File: config.mk
export PLATFORM = sky130hd
export DESIGN_NAME = yuvps_rnd
export DESIGN_NICKNAME = d
export VERILOG_FILES = /design/src/rtl/yuv_plane_stride_offset_calc_macros.svh /design/src/rtl/yuvps_pkg.sv /design/src/rtl/yuvps_rnd.sv
export SDC_FILE = /design/constraint.sdc
export NUM_CORES = 1
export LEC_CHECK = 0
export ABC_CLOCK_PERIOD_IN_PS = 20500
export BUFFER_PORTS_ARGS = -buffer_cell sky130_fd_sc_hd__buf_2
export CAP_MARGIN = 20
export CORE_ASPECT_RATIO = 0.8
export CORE_MARGIN = 4
export CORE_UTILIZATION = 40
export CTS_CLUSTER_SIZE = 10
export DETAILED_ROUTE_END_ITERATION = 8
export PLACE_DENSITY_LB_ADDON = 0.25
export SYNTH_ARGS = -nofsm -noshare
export SYNTH_HDL_FRONTEND = slang
export SYNTH_SLANG_ARGS = --single-unit
export TNS_END_PERCENT = 100
File: constraint.sdc
create_clock -name clk_i -period 20.5 [get_ports clk_i]
set_clock_uncertainty 0.2 [all_clocks]
set_input_delay 3.075 -clock clk_i [delete_from_list [all_inputs] [get_ports clk_i]]
set_output_delay 3.075 -clock clk_i [all_outputs]
set_load 0.005 [all_outputs]
File: src/rtl/yuv_plane_stride_offset_calc_macros.svh
// ----------------------------------------------------------------------------
// YUV layout calculator assertion macros
// Implication checks clocked on clk_i, held off while rst_ni is low.
// ----------------------------------------------------------------------------
`ifndef YUV_PLANE_STRIDE_OFFSET_CALC_MACROS_SVH
`define YUV_PLANE_STRIDE_OFFSET_CALC_MACROS_SVH

// same-cycle implication
`define YUVPS_ASSERT_IMP(lbl, ante, cons) \
  lbl: assert property (@(posedge clk_i) disable iff (!rst_ni) (ante) |-> (cons)) \
    else $error("yuvps: same-cycle check failed");

// next-cycle implication
`define YUVPS_ASSERT_NXT(lbl, ante, cons) \
  lbl: assert property (@(posedge clk_i) disable iff (!rst_ni) (ante) |=> (cons)) \
    else $error("yuvps: next-cycle check failed");

`endif

File: src/rtl/yuvps_pkg.sv
// ----------------------------------------------------------------------------
// YUV layout calculator package
// Field widths, pipeline sizing and pixel format codes.
// ----------------------------------------------------------------------------
`default_nettype none

package yuvps_pkg;

  localparam int unsigned FIELD_W         = 15;  // frame width / height
  localparam int unsigned ALIGN_W         = 13;  // alignment registers
  localparam int unsigned STRIDE_W        = 16;
  localparam int unsigned OFFSET_W        = 32;
  localparam int unsigned STEPS_PER_STAGE = 4;   // remainder bits per stage

  typedef enum logic [2:0] {
    MODE_YUV420P   = 3'd0,
    MODE_NV12      = 3'd1,
    MODE_NV21      = 3'd2,
    MODE_UYVY422   = 3'd3,
    MODE_YUYV422   = 3'd4,
    MODE_P010LE    = 3'd5,
    MODE_YUV420P10 = 3'd6,
    MODE_UNSUP     = 3'd7
  } mode_e;

  typedef enum logic [1:0] {
    CFG_WIDTH_ALIGN  = 2'd0,
    CFG_HEIGHT_ALIGN = 2'd1
  } cfg_idx_e;

endpackage

`default_nettype wire

File: src/rtl/yuvps_rnd.sv
// ----------------------------------------------------------------------------
// Pipelined round-up unit
// y = x rounded up to a multiple of a (a == 0 passes x). Restoring remainder,
// SPS bits per stage, then one stage for the final add.
// ----------------------------------------------------------------------------
`default_nettype none

module yuvps_rnd #(
  parameter int unsigned XW  = yuvps_pkg::FIELD_W,
  parameter int unsigned AW  = yuvps_pkg::ALIGN_W,
  parameter int unsigned SPS = yuvps_pkg::STEPS_PER_STAGE,
  localparam int unsigned NST = (XW + SPS - 1) / SPS,
  localparam int unsigned XP  = NST * SPS
) (
  input  wire logic          clk_i,
  input  wire logic [NST:0]  en_i,
  input  wire logic [XW-1:0] x_i,
  input  wire logic [AW-1:0] a_i,
  output logic      [XW:0]   y_o
);

  logic [XP-1:0] x_q [NST];
  logic [AW-1:0] r_q [NST];
  logic [XW:0]   y_d, y_q;

  for (genvar j = 0; j < NST; j++) begin : g_st
    logic [XP-1:0] x_in;
    logic [AW-1:0] r_in, r_nx;

    if (j == 0) begin : g_first
      assign x_in = {{(XP-XW){1'b0}}, x_i};
      assign r_in = '0;
    end else begin : g_next
      assign x_in = x_q[j-1];
      assign r_in = r_q[j-1];
    end

    always_comb begin
      logic [AW:0]   t;
      logic [AW-1:0] r;
      r = r_in;
      for (int s = 0; s < SPS; s++) begin
        t = {r, x_in[XP-1-j*SPS-s]};
        if (t >= {1'b0, a_i}) begin
          t = t - {1'b0, a_i};
        end
        r = t[AW-1:0];
      end
      r_nx = r;
    end

    always_ff @(posedge clk_i) begin
      if (en_i[j]) begin
        x_q[j] <= x_in;
        r_q[j] <= r_nx;
      end
    end
  end

  always_comb begin
    logic [AW-1:0] pad;
    pad = (r_q[NST-1] == '0) ? '0 : a_i - r_q[NST-1];
    if (a_i == '0) begin
      y_d = {1'b0, x_q[NST-1][XW-1:0]};
    end else begin
      y_d = {1'b0, x_q[NST-1][XW-1:0]} + {{(XW+1-AW){1'b0}}, pad};
    end
  end

  always_ff @(posedge clk_i) begin
    if (en_i[NST]) begin
      y_q <= y_d;
    end
  end

  assign y_o = y_q;

endmodule

`default_nettype wire

# Word-level counts from Yosys, hierarchy flattened
# Memories as Yosys holds them, arrays and structs flattened.
# Cells that the tools add are included.
# classes
n_addsub	18
order_cmp	16
n_mux	26
n_reduce_logical	2
# op_table
operator	count
two-way mux 13 bit	17
greater-or-equal comparator 14 x 13 -> 1 bit	15
subtractor 13 bit	16
zero test 13 bit	2
adder 15 x 13 -> 16 bit	1
two-way mux 15 bit	1
greater-or-equal comparator 1 x 13 -> 1 bit, first input constant	1
subtractor 1 x 13 -> 13 bit, first input constant	1
two-way mux 1 bit	8
# totals
reg_bits	16
ramBits	116
input_bits	34
out_inout_bits	16
word_cells	66
n_memories	2
# mem_list
memory	words	word_bits	read_ports	rd_ports_with_merged_regs	write_ports	line_no	rtl
x_q	4	16	4	0	4	yuvps_rnd.sv:22	logic [XP-1:0] x_q [NST];
r_q	4	13	4	0	4	yuvps_rnd.sv:23	logic [AW-1:0] r_q [NST];

# Logic depth before layout (Yosys ltp)
# An unclocked memory read counts as a cell.
# logic_depth
ltp_word	9
ltp_mapped	47
ltp_nobuf	43

# Worst setup path after synthesis
# Ideal clock, no wire load.
# synth_path
path_kind	input-to-reg
start	input port a_i[7]
end	memory r_q[3][10] (netlist name) (data pin)
setup_ns	0.260
t_arrival_ns	12.104
required_ns	20.040
setup_slack_ns	7.937
cell_stages	43
path_buffers	7
path_cell_list	inv_1 > ha_1 > buf_2 > a21o_1 > a21oi_1 > o21ai_0 > o21ai_0 > nand2_1 > clkbuf_1 > nand2_1 > o21ai_0 > fa_1 > nand2b_1 > a211oi_1 > o41ai_2 > a21oi_1 > o21a_1 > a311o_1 > [... 7 more ...] > a21boi_0 > o2111ai_1 > nand3_1 > and3_1 > or3_1 > buf_2 > buf_6 > mux2_4 > ha_1 > a21o_1 > a221o_1 > a21oi_1 > o21ai_0 > a21o_1 > a311oi_1 > o211ai_2 > buf_4 > mux2_2
# synth_lines
element	line_no	rtl
from (decl)	yuvps_rnd.sv:18	input wire logic [AW-1:0] a_i,
to (decl)	yuvps_rnd.sv:23	

==> results.md <==
* Run status: finished, final reports clean
* Die Y at 187.0 µm
* First-pass GRT wire length at 71550 µm
* Top FF cell, synth: edfxtp_1
* Crit share post-route at 68.69%
* Yosys warns at 0
* TritonCTS Buffers at 17
* WS Path Type: primary input to flip-flop
* M2 GR Usage at 28.79%
* Minimum clock period after layout at 14.08 ns
* Top cells by area, synth: edfxtp_1 (24%), ha_1 (17%), xnor2_1 (5.2%)
* Antenna-violating nets left at 0
* Met1 usage at 33.04%
* Mux share of post-synthesis cell area at 7.540%
* HPWL Detailed at 35020 µm
* Count leader, synth: ha_1
* Worst Path Max Fanout at 16
* Vias in the first global route at 12945
* Worst R2R End: r_q[2][12]$_DFFE_PP_
* Top Usage Layer GRT: met1
* Worst Hold Path Cells at 0
* RSZ-0062 raised after global routing: false
* Hold WS at 0.2137 ns
* Hold Path Origin: x_q[2][10]$_DFFE_PP_
* Met3 usage at 2.984%
* Synth unique cells at 78
* DRT Pass-1 Iters at 5
* Share of layout cells above drive strength 1 at 10.51%
* Post-route DRC at 0
* Sequential-to-total area share from yosys stat at 24.00%
* EDFF count, synth at 128
* Row cnt at 65
* Share of the synthesized area in the top cell type at 24.00%
* Synth Area in XOR/XNOR at 8.368%
* Critical path endpoint category: flip-flop
* Hold Crit Class: flip-flop to flip-flop
* Final setup fails at 0
* Arrival time at the worst endpoint at 14.08 ns
* Slew Limit Fails at 0
* Area Overhead vs Synth at 9.775%
* Slowest CP cell: or3_1
* Non-Filler Instances at 2411
* Setup Total Neg Slack at 0 ns
* Clk Latency, worst-skew pair at 0.45 ns
* Die X at 231.7 µm
* H-tree Lvls at 4
* Synth Area in Simple Gates at 16.07%
* WL final at 45370 µm
* Synth Area in Adders at 19.39%
* Routed via count at 13924
* Cell mode on critical path: o21ai_0
* Synth Area in Compound Gates at 20.75%
* CP Launch Type: primary input
* Max-cap violations at 0
* GP Congestion at 0.9151
* TritonCTS clock tree: built
* R2r worst-path depth at 39
* Initial antenna violation count at 1
* Post-Syn Area at 0.01601 mm²
* Ys async rst share at 0%
* Clk root buf: clkbuf_16
* Gate Count Post-Synth at 1801
* F_max at 0.07101 GHz
* Postcts setup bufs at 0
* Clock transition at path regs at 0.06 ns
* Largest family of logic cells by synthesized area: compound AO/OA/AOI/OAI gates
* Clock Tree Buf Depth at 2
* CTS Sinks at 128
* Final Net Count at 2133
* I/O pin total at 50
* Syn Nets at 2073
* Global Route Usage Sum at 20.68%
* Cts repair resizes at 0
* Drt initial violations at 1065
* IO buf count at 49
* Core Area at 0.03944 mm²
* Placed Cells at 2377
* Die ar. at 0.04332 mm²
* Routed vias/inst at 5.775
* Starting Density at 40.60%
* Fill count at 3808
* Actual slew at the worst max-slew pin at 0.8399 ns
* R2R setup slack at 9.13 ns
* WL/cell at 18.82 µm
* Top cells by count, synth: ha_1 (221), nor2_1 (149), a21oi_1 (135)
* Layout Utilization at 44.56%
* Avg Inst Size Synth at 8.891 µm²
* FF-to-FF Start: x_q[1][7]$_DFFE_PP_
* Relative slew margins at 44.01%
* CP peak stage delay at 0.66 ns
* Largest area contributor in the netlist: edfxtp_1
* Hold Crit Endpoint: x_q[3][10]$_DFFE_PP_
* Hold-fix buffers, CTS at 0
* Hold Fails Final Rpt at 0
* Total grt overflow at 0
* Synth Register Bits at 128
* Critical Path RT at 20.50 ns
* Maximum number of pins on one net before global-route repair at 30
## flip-flops by register name, summed over array words and instances (netlist names)
register,flops
x_q,60
y_o,16
r_q,52
## worst max-delay path: cells and delay by family
family,cells,cell delay [ns]
multiplexers,3,1.34
AO/OA/AOI/OAI,20,5.16
adder cells (fa/ha/maj),4,1.57
AND/OR/NAND/NOR,8,2.18
buffers and inverters,3,0.69
## per-stage QoR
step | setup WS [ns] | cell area (µm²)
floorplan | 7.937 | 16010
global placement | 6.173 | 16940
detailed placement | 6.088 | 16940
CTS | 6.553 | 17570
global route | 5.650 | 17580
finish | 6.418 | 17580
## final cells by class
type	instances	area [µm²]	share of cell area [%]
Multi-Input combinational cell	1517	11560	65.76
Sequential cell	128	3844	21.87
Tap cell	536	670.6	3.815
Inverter	128	480.5	2.733
Clock buffer	17	425.4	2.420
Timing Repair Buffer	69	395.4	2.249
Clock inverter	15	201.4	1.146
Antenna cell	1	2.502	0.01424
## worst max-delay path by stage
stage | start | end | slack (ns) | cells past startpoint
2_1_floorplan | a_i[7] | r_q[3][10]$_DFFE_PP_ | 7.94 | 43
3_3_place_gp | a_i[10] | r_q[3][2]$_DFFE_PP_ | 6.17 | 38
3_5_place_dp | a_i[10] | r_q[3][2]$_DFFE_PP_ | 6.09 | 40
4_1_cts | a_i[9] | r_q[3][2]$_DFFE_PP_ | 6.55 | 39
5_1_grt | a_i[9] | r_q[3][2]$_DFFE_PP_ | 5.65 | 39
6_report | a_i[10] | r_q[3][2]$_DFFE_PP_ | 6.42 | 38
## per-layer routing
| metal | part of all wire [%] | up-vias | wire (µm) |
|---|---|---|---|
| met3 | 6.6 | 61 | 2973 |
| met5 | 0 | - | 0 |
| met2 | 40 | 476 | 18030 |
| met4 | 2.0 | 0 | 897 |
| li1 | - | 6862 | - |
| met1 | 52 | 6525 | 23470 |
## cells in the final DEF, fill, tap and decap left out, types with 9 or more instances in the layout
master,Yosys,routed
o21ai_0,111,111
fa_1,17,17
a21boi_0,13,13
and3_1,17,17
a21oi_1,135,135
nor3_1,45,45
o21a_1,41,41
or3_1,11,11
mux2_1,15,15
nand3_1,33,33
nand2_1,101,101
a211oi_1,19,19
clkbuf_16,0,17
mux2_2,58,58
mux2i_1,25,24
o21bai_1,10,10
xnor2_1,95,95
edfxtp_1,128,128
a31oi_1,16,16
nor2_1,149,149
nor4_1,15,14
ha_1,221,221
o221ai_1,10,10
nor2b_1,30,30
buf_2,7,49
mux2_4,9,9
o41ai_1,10,10
inv_1,128,128
o31ai_1,17,17
nand2b_1,30,30
a21o_1,52,52
or2_2,12,12
nand4_1,36,36
buf_4,1,20
xor2_1,58,58
## kinds of logic (layout without fill, tap and decap cells)
group / count (synthesis) / count (layout)
buffers and inverters: 156 / 229
other: 0 / 1
adder cells (fa/ha/maj): 238 / 238
XOR/XNOR: 153 / 153
AO/OA/AOI/OAI: 506 / 506
AND/OR/NAND/NOR: 513 / 513
multiplexers: 107 / 107
flip-flops: 128 / 128
Power is not shown: default switching activity piles up to over one toggle a cycle in this logic, so the estimate is an artifact.
